===== src/rtl/pcxrle_pkg.sv =====
// Shared types and constants for the PCX run-length palette decoder.
`default_nettype none
package pcxrle_pkg;

    localparam int DIM_W       = 17;
    localparam int COORD_W     = 16;
    localparam int RGB_W       = 24;
    localparam int BYTE_W      = 8;
    localparam int RUN_W       = 6;
    localparam int QUEUE_DEPTH = 4;
    localparam int QPTR_W      = $clog2(QUEUE_DEPTH);
    localparam int QCNT_W      = $clog2(QUEUE_DEPTH + 1);

    localparam logic [1:0]       RUN_MARK = 2'b11;
    localparam logic [RUN_W-1:0] RUN_MASK = 6'h3f;
    localparam logic [DIM_W-1:0] DIM_MAX  = 17'd65536;
    localparam logic [DIM_W-1:0] WIDTH_RESET  = 17'd320;
    localparam logic [DIM_W-1:0] HEIGHT_RESET = 17'd200;

    localparam logic REG_WIDTH  = 1'b0;
    localparam logic REG_HEIGHT = 1'b1;

    typedef enum logic [1:0] {
        KIND_PAL,
        KIND_MARK,
        KIND_PLAIN
    } t_kind;

    typedef struct packed {
        t_kind             kind;
        logic [BYTE_W-1:0] idx;
        logic [RGB_W-1:0]  color;
    } t_cmd;

    typedef struct packed {
        logic [DIM_W-1:0] width;
        logic [DIM_W-1:0] height;
    } t_dims;

endpackage
`default_nettype wire


===== src/rtl/pcxrle_queue.sv =====
// Short command queue between the front and back stages.
`default_nettype none
module pcxrle_queue (
    input  wire                 i_clk,
    input  wire                 i_rst_n,
    input  wire                 i_push_valid,
    output logic                o_push_ready,
    input  pcxrle_pkg::t_cmd    i_push_cmd,
    output logic                o_pop_valid,
    input  wire                 i_pop_ready,
    output pcxrle_pkg::t_cmd    o_pop_cmd
);

    pcxrle_pkg::t_cmd                  r_slot [pcxrle_pkg::QUEUE_DEPTH];
    logic [pcxrle_pkg::QPTR_W-1:0]     r_wr_ptr;
    logic [pcxrle_pkg::QPTR_W-1:0]     r_rd_ptr;
    logic [pcxrle_pkg::QCNT_W-1:0]     r_count;
    logic                              push;
    logic                              pop;

    assign o_push_ready = r_count != pcxrle_pkg::QCNT_W'(pcxrle_pkg::QUEUE_DEPTH);
    assign o_pop_valid  = r_count != '0;
    assign o_pop_cmd    = r_slot[r_rd_ptr];
    assign push         = i_push_valid && o_push_ready;
    assign pop          = o_pop_valid && i_pop_ready;

    always_ff @(posedge i_clk) begin
        if (!i_rst_n) begin
            r_wr_ptr <= '0;
            r_rd_ptr <= '0;
            r_count  <= '0;
        end else begin
            if (push) begin
                r_wr_ptr <= r_wr_ptr + 1'b1;
            end
            if (pop) begin
                r_rd_ptr <= r_rd_ptr + 1'b1;
            end
            if (push && !pop) begin
                r_count <= r_count + 1'b1;
            end else if (pop && !push) begin
                r_count <= r_count - 1'b1;
            end
        end
    end

    always_ff @(posedge i_clk) begin
        if (push) begin
            r_slot[r_wr_ptr] <= i_push_cmd;
        end
    end

endmodule
`default_nettype wire


===== config.mk =====
export PLATFORM = sky130hd
export DESIGN_NAME = pcxrle_queue
export DESIGN_NICKNAME = d
export VERILOG_FILES = /design/src/rtl/pcxrle_pkg.sv /design/src/rtl/pcxrle_queue.sv
export SDC_FILE = /design/constraint.sdc
export NUM_CORES = 1
export LEC_CHECK = 0
export BUFFER_PORTS_ARGS = -buffer_cell sky130_fd_sc_hd__buf_2
export CORE_ASPECT_RATIO = 0.9
export CORE_MARGIN = 1
export CORE_UTILIZATION = 61
export DETAILED_ROUTE_END_ITERATION = 7
export PLACE_DENSITY = 0.85
export SYNTH_ARGS = -nofsm -noshare
export SYNTH_HDL_FRONTEND = slang
export SYNTH_SLANG_ARGS = --single-unit

===== constraint.sdc =====
create_clock -name i_clk -period 4.7 [get_ports i_clk]
set_input_delay 0.47 -clock i_clk [delete_from_list [all_inputs] [get_ports i_clk]]
set_output_delay 0.47 -clock i_clk [all_outputs]
set_load 0.05 [all_outputs]

==> impl_metrics.csv, run 1 <==
group,metric,value,unit
setup_path,cp_data_arrival_time,2520,ps
timing,fin_ws,1710,ps
timing,post-route-period-util,0.635,
timing,setup_tns,0,ps
cts,cts_sinks,145,
floorplanning,rows,32,
timing,clock_skew,6.75,ps
synth,yosysSeqAreaShare,0.782,
cts,clockBufferDepth,2,
drt,totalWireLength,9290,microns
finish,multi_input_area,1090,sq um
timing,finalSetupViolCount,0,
finish,fill_cells,472,
timing,holdWs,154,ps
synth,yosys_warnings,0,
cts,cts.clk_slew.worst_paths,60,ps
synth,ys_ff_latch,145,
synth,synth_nets,270,
floorplanning,start_util,0.633,
timing,max_freq,0.335,GHz
placed_design,place_ws,2230,ps
drt,wl_per_cell,21.0,microns
setup_path,worst_setup_path_end_kind,"primary output",
hold_path,min_path_type,"in2reg",
placed_design,io_buffers,73,
setup_path,crit_fanout,19,
synth,yosys.area.top_type,"edfxtp_1",
global_route,globalRouteTotalUtil,0.221,
finish,nets,354,
placed_design,dp_hpwl,5190,microns
cts,cts_resized,0,
cts,cts_max_level,4,
finish,final_cells,442,
global_route,grt_max_degree,35,
synth,synth.top_cells.by_count,"edfxtp_1, mux4_2, dfxtp_1, and2_1",
synth,yosysMostFrequentCell,"edfxtp_1",
setup_path,worstPathRequired,4230,ps
setup_path,critical_path.cell_chain,"buf_4 > mux4_1 > buf_2",
drt,via_per_inst,5.84,
cts,clockRootBuffer,"clkbuf_8",
synth,synthCells,226,
finish,antenna_cells,0,
cts,cts_buffers,17,
finish,area_growth,18.3,%
timing,layout_min_cycle_time,2990,ps
floorplanning,core,8610,sq um
timing,slew_violations,0,
floorplanning,ios,74,
setup_path,crit_buf_inv,2,
timing,worst_pin_slew,931,ps
floorplanning,die_area,9320,sq um
synth,synth.avg_cell_area,24.1,sq um
cts,cts_tree,"yes",
timing,slew_headroom,0.379,
outcome,status,"completed",
drt,dr.pass1.iters,4,
cts,worstSkewPairLatency,530,ps
global_route,overflow,0,
setup_path,worstSetupPathType,"reg2out",
floorplanning,die_w,102,microns
synth,synth_top_area_share,0.749,
finish,seqCellArea,4270,sq um
power,power_leakage,2.21,nW
synth,synth_area,5450,sq um
setup_path,cp-start-kind,"register",
global_route,antenna_found_initial,0,
setup_path,path_delay_family,"flip-flops",
run,max_cap_violations,0,
cts,cts_hold_buf,0,
drt,initialDrtViolationCount,135,
cts,cts_setup_buffers,0,
drt,ant_nets,0,
setup_path,slowest_stage,"dfxtp_2",
synth,synth_ff_type,"edfxtp_1",
placed_design,dp.cells,410,
placed_design,globalplace.congestion,0.671,
drt,route.detailed.drc,0,
power,ir_worst_vdd,0.419,mV
timing,rsz0062_at_grt,"no",
setup_path,cpPeakStageDelay,680,ps
global_route,grt_pass1_vias,2533,
synth,synth_edf_count,136,
power,powerDensity,642,nW/um^2
drt,vias,2581,
synth,yosysUniqueCellTypes,24,
finish,drive_gt1_frac,0.443,
synth,async_reset_ff_frac,0,
global_route,grt_pass1_wl,13900,microns
synth,ys_top_cells_by_area,"edfxtp_1, mux4_2, dfxtp_1",
timing,finalHoldViolCount,0,
floorplanning,die_h,91.7,microns
registers in the layout, summed over array words and instances (netlist names), named ones only:
signal / flops
r_slot: 136
r_wr_ptr: 2
r_count: 3
r_rd_ptr: 2
through the flow:
step | power, mW | area [sq um] | utilization
6_report | 4.14 | 6440 | 0.749
5_1_grt | 4.28 | 6440 | 0.749
4_1_cts | 4.17 | 6440 | 0.749
3_5_place_dp | 2.90 | 5890 | 0.684
3_3_place_gp | 2.88 | 5890 | 0.684
2_1_floorplan | 2.70 | 5450 | -
kinds of logic (layout without fill, tap and decap cells):
kind of cell,count (synthesis),count (layout),share of synthesized area
buf+inv,12,109,0.0193
compound gates,5,5,0.0112
fa+ha+maj,6,6,0.0152
flops,145,145,0.782
mux,37,37,0.149
xor+xnor,4,4,0.00643
simple gates,17,17,0.0168
cells in the final DEF (no fill, tap or decap), drive strengths merged:
cell type and count:
or3 2, clkinv 6, xnor2 3, clkinvlp 3, nor2 1, nand2 5, clkbuf 19, fa 1
buf 74, and2 8, bufinv 2, nor2b 1, xor2 1, ha 5, a21boi 2, o31ai 1
edfxtp 136, mux2i 3, mux4 34, inv 5, o21ai 1, o311ai 1, dfxtp 9
path summary, 6_finish.rpt:
kind | cells past startpoint | from | slack, ps | endpoint
worst max-delay path | 3 | register | 1710 | o_pop_cmd[31]
worst min-delay path | 1 | i_push_cmd[28] | 150 | r_slot[1][28]$_DFFE_PP_
worst max register to register | 8 | r_count[1]$_SDFFE_PN0P_ | 2320 | r_count[2]$_SDFFE_PN0P_
worst min register to register | 2 | r_wr_ptr[1]$_SDFFE_PN0P_ | 510 | r_wr_ptr[1]$_SDFFE_PN0P_
routing by layer:
metal  global-route usage  up-vias  wire, microns
met5                    0        -              0
met1                0.294     1335           3860
met2                0.332      117           4670
met3               0.0770       17            584
met4                0.103        0            176
li1                     -     1112              -
cell type report:
class	instances	share of cell area
Clock buffer	19	0.0654
Clock inverter	13	0.0214
Inverter	3	0.00175
Multi-Input combinational cell	69	0.169
Sequential cell	145	0.662
Tap cell	119	0.0231
Timing Repair Buffer	74	0.0579
power breakdown:
| part | internal (mW) | switching [mW] | leakage (nW) | total [mW] |
|---|---|---|---|---|
| Clock | 0.755 | 0.516 | 0.268 | 1.27 |
| Sequential | 1.57 | 0.112 | 1.32 | 1.69 |
| Combinational | 0.385 | 0.798 | 0.620 | 1.18 |
| Total | 2.71 | 1.43 | 2.21 | 4.14 |
Power figures use the tool's default switching activity.
==> inputs of run 2 (changes only) <==
CORE_UTILIZATION = 51   (was 61)
PLACE_DENSITY = 0.76   (was 0.85)
clock period = 2.6 ns   (was 4.7 ns; I/O delays follow)
==> impl_metrics.csv, run 2 (synthesis gave the netlist of run 1 again) <==
group,metric,value,unit
cts,cts_max_level,4,
floorplanning,rows,35,
floorplanning,die_w,111,microns
finish,layout_common_cells,"edfxtp_1, buf_2, mux4_2",
timing,finalSetupViolCount,0,
drt,totalWireLength,8660,microns
timing,slew_violations,0,
drt,route.detailed.drc,18,
hold_path,min_path_type,"in2reg",
drt,wl_per_cell,18.9,microns
outcome,failed_checks,"DRC",
timing,layout_min_cycle_time,2320,ps
power,combPwrFrac,0.297,
power,ir_worst_vdd,0.564,mV
timing,worst_pin_slew,570,ps
cts,cts_buffers,17,
cts,cts_hold_buf,0,
finish,regMostFlops,"r_slot",
setup_path,worstPathRequired,2940,ps
floorplanning,die_area,11100,sq um
floorplanning,start_util,0.527,
cts,clockBufferDepth,2,
placed_design,io_buffers,73,
power,powerDensity,1150,nW/um^2
cts,cts_tree,"yes",
global_route,grt_pass1_wl,13800,microns
finish,top_regs,"r_slot x136, r_count x3",
finish,final_common_cell,"edfxtp_1",
finish,nets,360,
floorplanning,ios,74,
cts,worstSkewPairLatency,410,ps
timing,slew_headroom,0.620,
power,p_int,5.01,mW
timing,max_freq,0.432,GHz
setup_path,cp_data_arrival_time,2660,ps
timing,clock_skew,9.85,ps
setup_path,crit_fanout,7,
drt,ant_nets,0,
finish,antenna_cells,0,
power,p_total,7.59,mW
global_route,grt_pass1_vias,2631,
finish,largest_reg_flops,136,
cts,cts_sinks,145,
drt,initialDrtViolationCount,162,
timing,rsz0062_at_grt,"no",
setup_path,cp-start-kind,"register",
power,power_leakage,2.25,nW
floorplanning,core,10300,sq um
drt,vias,2453,
setup_path,worst_setup_path_end_kind,"register",
cts,cts_setup_buffers,0,
cts,cts.clk_slew.worst_paths,60,ps
cts,clockRootBuffer,"clkbuf_16",
setup_path,cpPeakStageDelay,510,ps
setup_path,critical_path.cell_chain,"nor2_1 > a21boi_2 > ha_1 > inv_1 > fa_1 > xor2_1 > or3_1 > a21boi_0",
power,pwr-share-seq,0.390,
floorplanning,die_h,100,microns
setup_path,slowest_stage,"dfxtp_1",
global_route,grt_max_degree,35,
drt,dr.pass1.iters,6,
timing,setup_tns,0,ps
outcome,status,"finished with violations",
drt,via_per_inst,5.36,
finish,drive_gt1_frac,0.456,
timing,post-route-period-util,0.891,
power,switching_power,2.59,mW
global_route,antenna_found_initial,1,
global_route,overflow,0,
placed_design,globalplace.congestion,0.642,
run,max_cap_violations,0,
placed_design,dp_hpwl,5090,microns
timing,finalHoldViolCount,0,
setup_path,worstSetupPathType,"reg2reg",
finish,area_growth,20.7,%
cts,cts_resized,0,
power,clkPwrFrac,0.312,
power,switching_share,0.341,
global_route,globalRouteTotalUtil,0.174,
finish,fill_cells,720,
## run 2: changes by cell type in the layout (fill, tap and decap cells not counted), sizes merged
| cell | change |
|---|---|
| clkbuf | -1 |
| clkinv | -3 |
| buf | +6 |
| clkinvlp | +2 |
| inv | +2 |
## run 2: stage by stage
step | worst slack [ps] | utilization | instances | area (sq um) | hold slack (ps)
6_report | 284 | 0.636 | 458 | 6580 | 60.5
5_1_grt | 101 | 0.636 | 458 | 6580 | 56.9
4_1_cts | 260 | 0.636 | 458 | 6580 | 45.2
3_5_place_dp | 298 | 0.580 | 426 | 5990 | 478
3_3_place_gp | 365 | 0.580 | 426 | 5990 | 472
2_1_floorplan | 468 | - | 226 | 5450 | 359
## run 2: path summary, 6_finish.rpt
check	startpoint	end	slack (ps)	depth (start not counted)
max reg2reg	r_count[0]$_SDFFE_PN0P_	r_count[2]$_SDFFE_PN0P_	280	8
min reg2reg	r_wr_ptr[0]$_SDFFE_PN0P_	r_wr_ptr[0]$_SDFFE_PN0P_	500	2
min	i_push_cmd[21]	r_slot[0][21]$_DFFE_PP_	60	1
max	r_count[0]$_SDFFE_PN0P_	r_count[2]$_SDFFE_PN0P_	280	8
## run 2: metal layers
layer / vias to the layer above / wire, microns / track usage
met5: - / 13 / 0
met4: 2 / 106 / 0.0885
met3: 13 / 374 / 0.0483
met2: 63 / 4270 / 0.279
met1: 1247 / 3890 / 0.222
li1: 1128 / - / -
## run 2: final cells by class
type,count,area [sq um],share of cell area
Clock inverter,14,155,0.0236
Inverter,3,11.3,0.00171
Sequential cell,145,4270,0.649
Clock buffer,18,429,0.0652
Tap cell,129,161,0.0245
Timing Repair Buffer,80,468,0.0711
Multi-Input combinational cell,69,1090,0.165
## run 2: worst max-delay path, delay by kind of cell (launching register included)
kind / cells / cell delay, ps
flip-flops: 1 / 510
buffers and inverters: 1 / 60
XOR/XNOR: 1 / 180
AND/OR/NAND/NOR: 2 / 420
adder cells (fa/ha/maj): 2 / 620
AO/OA/AOI/OAI: 2 / 450
## run 2: power by group through the flow
stage	Clock (mW)	Combinational (mW)	Sequential (mW)
finish	2.37	2.26	2.96
global route	2.51	2.39	2.99
CTS	2.42	2.29	2.97
detailed placement	0	2.29	3.02
global placement	0	2.27	3.00
floorplan	0	1.91	2.96
