**src/rtl/pcxrle_pkg.sv**
```systemverilog
// Shared types and constants for the PCX run-length palette decoder.
`default_nettype none
package pcxrle_pkg;

    localparam int DIM_W       = 17;
    localparam int COORD_W     = 16;
    localparam int RGB_W       = 24;
    localparam int BYTE_W      = 8;
    localparam int RUN_W       = 6;
    localparam int QUEUE_DEPTH = 4;
    localparam int QPTR_W      = $clog2(QUEUE_DEPTH);
    localparam int QCNT_W      = $clog2(QUEUE_DEPTH + 1);

    localparam logic [1:0]       RUN_MARK = 2'b11;
    localparam logic [RUN_W-1:0] RUN_MASK = 6'h3f;
    localparam logic [DIM_W-1:0] DIM_MAX  = 17'd65536;
    localparam logic [DIM_W-1:0] WIDTH_RESET  = 17'd320;
    localparam logic [DIM_W-1:0] HEIGHT_RESET = 17'd200;

    localparam logic REG_WIDTH  = 1'b0;
    localparam logic REG_HEIGHT = 1'b1;

    typedef enum logic [1:0] {
        KIND_PAL,
        KIND_MARK,
        KIND_PLAIN
    } t_kind;

    typedef struct packed {
        t_kind             kind;
        logic [BYTE_W-1:0] idx;
        logic [RGB_W-1:0]  color;
    } t_cmd;

    typedef struct packed {
        logic [DIM_W-1:0] width;
        logic [DIM_W-1:0] height;
    } t_dims;

endpackage
`default_nettype wire

```
**src/rtl/pcxrle_front.sv**
```systemverilog
// Input stage: accepts words and classifies them into decoder commands.
`default_nettype none
module pcxrle_front (
    input  wire                              i_clk,
    input  wire                              i_rst_n,
    input  wire                              i_valid,
    output logic                             o_ready,
    input  wire                              i_action,
    input  wire  [pcxrle_pkg::BYTE_W-1:0]    i_palette_index,
    input  wire  [pcxrle_pkg::RGB_W-1:0]     i_palette_color,
    input  wire  [pcxrle_pkg::BYTE_W-1:0]    i_coded_byte,
    output logic                             o_cmd_valid,
    input  wire                              i_cmd_ready,
    output pcxrle_pkg::t_cmd                 o_cmd
);

    logic             r_valid;
    pcxrle_pkg::t_cmd r_cmd;
    pcxrle_pkg::t_cmd n_cmd;

    always_comb begin
        n_cmd.color = i_palette_color;
        if (!i_action) begin
            n_cmd.kind = pcxrle_pkg::KIND_PAL;
            n_cmd.idx  = i_palette_index;
        end else begin
            n_cmd.idx = i_coded_byte;
            if (i_coded_byte[pcxrle_pkg::BYTE_W-1 -: 2] == pcxrle_pkg::RUN_MARK) begin
                n_cmd.kind = pcxrle_pkg::KIND_MARK;
            end else begin
                n_cmd.kind = pcxrle_pkg::KIND_PLAIN;
            end
        end
    end

    assign o_ready     = !r_valid || i_cmd_ready;
    assign o_cmd_valid = r_valid;
    assign o_cmd       = r_cmd;

    always_ff @(posedge i_clk) begin
        if (!i_rst_n) begin
            r_valid <= 1'b0;
        end else if (o_ready) begin
            r_valid <= i_valid;
        end
    end

    always_ff @(posedge i_clk) begin
        if (o_ready && i_valid) begin
            r_cmd <= n_cmd;
        end
    end

endmodule
`default_nettype wire

```
**config.mk**
```make
export PLATFORM = sky130hd
export DESIGN_NAME = pcxrle_front
export DESIGN_NICKNAME = d
export VERILOG_FILES = /design/src/rtl/pcxrle_pkg.sv /design/src/rtl/pcxrle_front.sv
export SDC_FILE = /design/constraint.sdc
export NUM_CORES = 1
export LEC_CHECK = 0
export ABC_AREA = 0
export BUFFER_PORTS_ARGS = -buffer_cell sky130_fd_sc_hd__buf_2
export CORE_UTILIZATION = 40
export DETAILED_ROUTE_END_ITERATION = 10
export GPL_TIMING_DRIVEN = 0
export PLACE_DENSITY = 0.86
export SETUP_SLACK_MARGIN = 0.5
export SLEW_MARGIN = 30
export SYNTH_ARGS = -nofsm -noshare
export SYNTH_HDL_FRONTEND = slang
export SYNTH_SLANG_ARGS = --single-unit
```
**constraint.sdc**
```tcl
create_clock -name i_clk -period 2.4 [get_ports i_clk]
set_input_delay 0.48 -clock i_clk [delete_from_list [all_inputs] [get_ports i_clk]]
set_output_delay 0.48 -clock i_clk [all_outputs]
set_load 0.1 [all_outputs]
```
==> results of run 1 <==
## cell usage after synthesis (all sizes together)
library cell and n:
a21boi 2, and2 1, and3 1, buf 1, dfxtp 1, edfxtp 34, inv 1, mux2 8
nand2b 1
## report_power, final
part           leakage, nW  internal (mW)  total, mW  switching (mW)
sequential           0.338          0.715      0.725         0.00943
clock               0.0426          0.214      0.396           0.182
combinational        0.408         0.0682      0.378           0.310
## registers in the layout, indices dropped and copies added, names as in the netlist
register and cells:
o_cmd 34, o_cmd_valid 1
## layer usage
layer / up-vias / global-route usage (%) / wire length, um
met3: 2 / 8.617 / 353
met1: 341 / 14.33 / 783
li1: 365 / - / -
met2: 64 / 25.38 / 1172
met4: 0 / 7.317 / 15
met5: - / 0 / 0
## per-stage QoR
step / cell area [um^2] / hold slack, ps / utilization, % / power, mW
floorplan: 1221 / 578.9 / - / 1.045
global placement: 1655 / 480.0 / 59.01 / 1.113
detailed placement: 1655 / 510.5 / 59.01 / 1.120
CTS: 1732 / 304.9 / 61.73 / 1.515
global route: 1732 / 293.5 / 61.73 / 1.549
finish: 1732 / 316.6 / 61.73 / 1.499
## worst max-delay path: stages (launching register included)
cell and delay, ps:
sky130_fd_sc_hd__dfxtp_2 350, sky130_fd_sc_hd__nand2b_4 70, sky130_fd_sc_hd__buf_2 420
## final cells by class
class / count / area [um^2] / area share, %
timing repair buffer: 79 / 395.4 / 22.83
inverter: 1 / 3.754 / 0.2168
clock inverter: 3 / 38.79 / 2.240
sequential: 35 / 1042 / 60.19
multi-input combinational: 13 / 163.9 / 9.465
tap: 31 / 38.79 / 2.240
buffer: 1 / 11.26 / 0.6503
clock buffer: 5 / 37.54 / 2.168
## cells by family after synthesis
logic type,after synthesis
compound gates,2
simple gates,3
mux,8
flops,35
buf+inv,2
## final timing paths
| kind | slack [ps] | from | cells past startpoint | to |
|---|---|---|---|---|
| hold / removal | 320 | i_palette_color[17] | 1 | o_cmd[17] |
| setup reg to reg | 990 | o_cmd_valid | 2 | o_cmd[15] |
| hold reg to reg | 530 | o_cmd_valid | 2 | o_cmd_valid |
| setup / recovery | 760 | o_cmd_valid | 2 | o_ready |
## cells in the final DEF (no fill, tap or decap)
master	Yosys	routed
sky130_fd_sc_hd__a21boi_0	2	2
sky130_fd_sc_hd__and2_2	0	1
sky130_fd_sc_hd__and3_2	1	1
sky130_fd_sc_hd__buf_2	0	79
sky130_fd_sc_hd__buf_6	1	1
sky130_fd_sc_hd__bufinv_16	0	1
sky130_fd_sc_hd__clkbuf_4	0	5
sky130_fd_sc_hd__clkinv_1	0	1
sky130_fd_sc_hd__clkinv_2	0	1
sky130_fd_sc_hd__dfxtp_2	0	1
sky130_fd_sc_hd__edfxtp_1	34	34
sky130_fd_sc_hd__inv_1	1	1
sky130_fd_sc_hd__mux2_4	8	8
sky130_fd_sc_hd__nand2b_4	0	1
==> results.ini, run 1 <==
[outcome]
status=finished with violations
violations_in_the_final_reports=design-rule violations

[critical_path]
cp_max_fo=3
end_kind=output port
path_class=flop to output port
critPathRequiredTime_ps=1920
start_kind=flop
timing.critical_path.arrival_ps=1160

[synthesis]
synthesis.nets=95
yosys.area_share.adder_pct=0
synth.yosys.seq_area_share_pct=85.95
mean_instance_size_in_the_synthesized_netlist_um2=24.22
yosys.area.top_type=sky130_fd_sc_hd__edfxtp_1
synth_top_family_by_area=multiplexers
synth_xor_area_share_pct=0
synth_compound_area_share_pct=1.240
syn-instance-count=50
mappedNetlistArea_mm2=0.001211
ys_warn_count=0
netlist_top_cells_area=sky130_fd_sc_hd__edfxtp_1 84%, sky130_fd_sc_hd__mux2_4 9.9%, sky130_fd_sc_hd__dfxtp_1 1.7%, sky130_fd_sc_hd__a21boi_0 1.2%, sky130_fd_sc_hd__buf_6 0.93%
post_synth_and_or_nand_nor_area_fraction_pct=1.653
synthDistinctLibCells=9
synth_mux_area_share_pct=9.917
netlist.area_leader.share_pct=84.30
synth-seq-cells=35

[cts]
clockRootBuffer=sky130_fd_sc_hd__clkbuf_4
cts_tree=built
h-tree-depth=2
ctsHoldBuffers=0
ctsLongestPathBuffers=2
cts-buffers-inserted=5
clock-sinks=35
clock_latency_ps=330
cts_post_setup_buffers_inserted=0
worst_setup_hold_path_clk_slew_ps=110
cts-resized-gates=0

[timing]
slew_headroom_pct=51.59
fin_crit_ps=1640
fin_worst_skew_ps=8.751
timing.final.crit_share_pct=68.33
number_of_max_slew_violations_in_the_final_report=0
final_hold_viol_count=0
timing.final.setup_violations=0
post-route-worst-setup-slack_ps=760.2
timing.setup.tns_ps=0
timing_worst_slew_pin_value_ps=726.1
grt_setup_unrepaired=no
fmaxAchievable_mhz=609.8

[grt]
grt_antenna_before_repair=0
grt_max_degree=35
grt_pass1_wl_um=3374
grt_pass1_vias=758
grt_use_total_pct=14.89
gr-total-overflow=0

[die]
pin_count=81
die_height_um=57.03
floorplan.initialDensity_pct=43.18
floorplan.die_area_mm2=0.003252
die_w_um=57.03
rows=19
design.core.area_mm2=0.002805

[placed_design]
dpl.cell_count=160
hpwlAfterDp_um=1823
dp_slack_ps=687.1
port_buffers=79
gp_congestion=0.6413

[routing]
wl_um=2325
vias=772
ant_nets=0
drt_first_iter_violations=40
1st_pass_router_iterations=8
routedWlPerCell_um=13.84
drc=19
detail_route.vias_per_cell=4.595

[layout]
drive_gt1_share_pct=72.26
fin_cells=168
antennaDiodeCount=0
fillerInstances=221
area_growth_syn_to_layout_pct=42.98
nNetsFinal=181

[flow_run]
max_cap_viol_count=0

[min_path]
hold_class=primary input to flop

[power_and_ir_drop]
pwr_density_cell_mw_per_mm2=865.7
power.static_leakage_nw=0.7889
vdd.ir_drop.worst_v=0.0002981

Note: power is estimated with default switching activity, not from simulation.
==> run 2: changes to the inputs <==
--- a/config.mk
+++ b/config.mk
@@ -7,10 +7,10 @@
 export LEC_CHECK = 0
 export ABC_AREA = 0
 export BUFFER_PORTS_ARGS = -buffer_cell sky130_fd_sc_hd__buf_2
-export CORE_UTILIZATION = 40
+export CORE_UTILIZATION = 36
 export DETAILED_ROUTE_END_ITERATION = 10
 export GPL_TIMING_DRIVEN = 0
-export PLACE_DENSITY = 0.86
+export PLACE_DENSITY = 0.82
 export SETUP_SLACK_MARGIN = 0.5
 export SLEW_MARGIN = 30
 export SYNTH_ARGS = -nofsm -noshare
==> constraint.sdc (replaced) <==
create_clock -name i_clk -period 1.4 [get_ports i_clk]
set_input_delay 0.28 -clock i_clk [delete_from_list [all_inputs] [get_ports i_clk]]
set_output_delay 0.28 -clock i_clk [all_outputs]
set_load 0.1 [all_outputs]
==> results.ini, run 2 (synthesis gave the netlist of run 1 again) <==
[timing]
fin_crit_ps=1243
timing.final.setup_violations=0  ; unchanged
final_hold_viol_count=0  ; unchanged
timing_worst_slew_pin_value_ps=207.9  ; -518.2 ps
grt_setup_unrepaired=yes
fin_worst_skew_ps=3.122  ; -5.629 ps
fmaxAchievable_mhz=804.7
slew_headroom_pct=86.17  ; +35 points
number_of_max_slew_violations_in_the_final_report=0  ; unchanged
timing.final.crit_share_pct=88.76
timing.hold.ws_ps=114.1  ; -202.5 ps

[cts]
worst_setup_hold_path_clk_slew_ps=100  ; about the same
h-tree-depth=2  ; unchanged
clock-sinks=35  ; unchanged
clock_latency_ps=330  ; about the same
clockRootBuffer=sky130_fd_sc_hd__clkbuf_4
cts-buffers-inserted=5  ; unchanged
ctsHoldBuffers=0  ; unchanged
ctsLongestPathBuffers=2  ; unchanged
cts_tree=built

[critical_path]
critPathRequiredTime_ps=1120  ; -800 ps
timing.critical_path.arrival_ps=960  ; -200 ps
path_class=flop to output port
end_kind=output port
worst_path_buf_inv=1  ; unchanged
slowest_stage=sky130_fd_sc_hd__dfxtp_4
cp_max_fo=2  ; -1
worst_setup_path_startpoint=o_cmd_valid
critical-path-max-stage-delay_ps=380  ; -40 ps
start_kind=flop
r2r-start=o_cmd_valid
critical-path-top-delay-family=flip-flops
path_cells=nand2b_4 > buf_12

[routing]
routedWlPerCell_um=14.54  ; +5.1%
ant_nets=0  ; unchanged
wl_um=2719  ; +17%
drt_first_iter_violations=7  ; -83%
vias=836  ; +8.3%
drc=0  ; -19
1st_pass_router_iterations=3  ; -5
detail_route.vias_per_cell=4.471  ; -2.7%

[layout]
nNetsFinal=188  ; +3.9%
antennaDiodeCount=0  ; unchanged
layout_commonest_cell=sky130_fd_sc_hd__buf_2
area_growth_syn_to_layout_pct=68.70
finalCoreUtilization_pct=65.32  ; +3.6 points
drive_gt1_share_pct=73.43  ; +1.2 points
largest_register_ffs=34  ; unchanged
final_cell_mix=43 x sky130_fd_sc_hd__buf_2, 35 x sky130_fd_sc_hd__buf_6, 34 x sky130_fd_sc_hd__edfxtp_1
fin_cells=187  ; +11%
fillerInstances=218  ; -1.4%

[placed_design]
gp_congestion=0.5951  ; -7.2%
port_buffers=79  ; unchanged
dpl.cell_count=173  ; +8.1%

[flow_run]
max_cap_viol_count=0  ; unchanged

[power_and_ir_drop]
power.static_leakage_nw=0.9000  ; +14%
pwr_density_cell_mw_per_mm2=1231  ; +42%
vdd.ir_drop.worst_v=0.0004999  ; +68%

[die]
rows=20  ; +1
design.core.area_mm2=0.003128  ; +12%
floorplan.die_area_mm2=0.003600  ; +11%
die_height_um=60  ; +5.2%
pin_count=81  ; unchanged
floorplan.initialDensity_pct=38.72  ; -4.5 points
die_w_um=60  ; +5.2%

[grt]
grt_antenna_before_repair=0  ; unchanged
grt_max_degree=18  ; -49%
grt_use_total_pct=15.79  ; +0.90 points
grt_pass1_wl_um=3753  ; +11%
gr-total-overflow=0  ; unchanged
grt_pass1_vias=814  ; +7.4%

[outcome]
status=finished clean

[min_path]
min_from=i_palette_color[20]
hold_class=primary input to flop

## run 2: cell types whose count changed in the layout (fill, tap and decap cells not counted), sizes merged
cell    delta
bufinv     -1
buf        +2
and2       +5
## run 2: worst paths after layout
kind	endpoint	slack (ps)	cells past startpoint
worst min register to register	o_cmd_valid	690	3
worst max register to register	o_cmd[2]	280	4
worst max-delay path	o_ready	160	2
worst min-delay path	o_cmd[20]	110	1
## run 2: cell type report
class	instances	area [um^2]	share of cell area, %
sequential	35	1045	51.13
timing repair buffer	81	664.4	32.52
multi-input combinational	18	209.0	10.23
tap	44	55.05	2.694
clock buffer	5	37.54	1.837
buffer	1	20.02	0.9798
clock inverter	2	8.758	0.4287
inverter	1	3.754	0.1837
## run 2: repair_timing
| item | CTS | global route |
|---|---|---|
| setup endpoints to repair | 70 | 70 |
| pin swaps | 2 | 0 |
| gates resized for setup | 79 | 5 |
| buffers inserted | 2 | 0 |
| gates cloned | 3 | 2 |
## run 2: metal layers
metal  up-vias  share of wire [%]  track usage [%]
li1        386                  -                -
met1       377                 36            14.94
met2        66                 49            27.30
met3         7                 11            7.143
met4         0                3.0            10.30
met5         -                  0                0
## run 2: power by group
group	internal [mW]	leakage, nW	switching, mW	total (mW)
sequential	1.23	0.338	0.0319	1.26
clock	0.178	0.0285	0.313	0.490
combinational	0.222	0.533	0.544	0.766
## run 2: per-stage QoR
| stage | setup TNS (ps) | power (mW) | setup slack (ps) | area (um^2) |
|---|---|---|---|---|
| 2_1_floorplan | -3498 | 1.795 | -102.9 | 1234 |
| 3_3_place_gp | 0 | 1.912 | 179.4 | 1684 |
| 3_5_place_dp | 0 | 1.921 | 128.7 | 1684 |
| 4_1_cts | 0 | 2.518 | 152.7 | 2013 |
| 5_1_grt | 0 | 2.607 | 106.0 | 2043 |
| 6_report | 0 | 2.514 | 157.3 | 2043 |
## run 2: worst register-to-register path, stage by stage (launching register included)
cell and delay [ps]:
sky130_fd_sc_hd__dfxtp_4 380, sky130_fd_sc_hd__nand2b_4 80, sky130_fd_sc_hd__buf_6 120, sky130_fd_sc_hd__buf_6 90, sky130_fd_sc_hd__and2_4 170
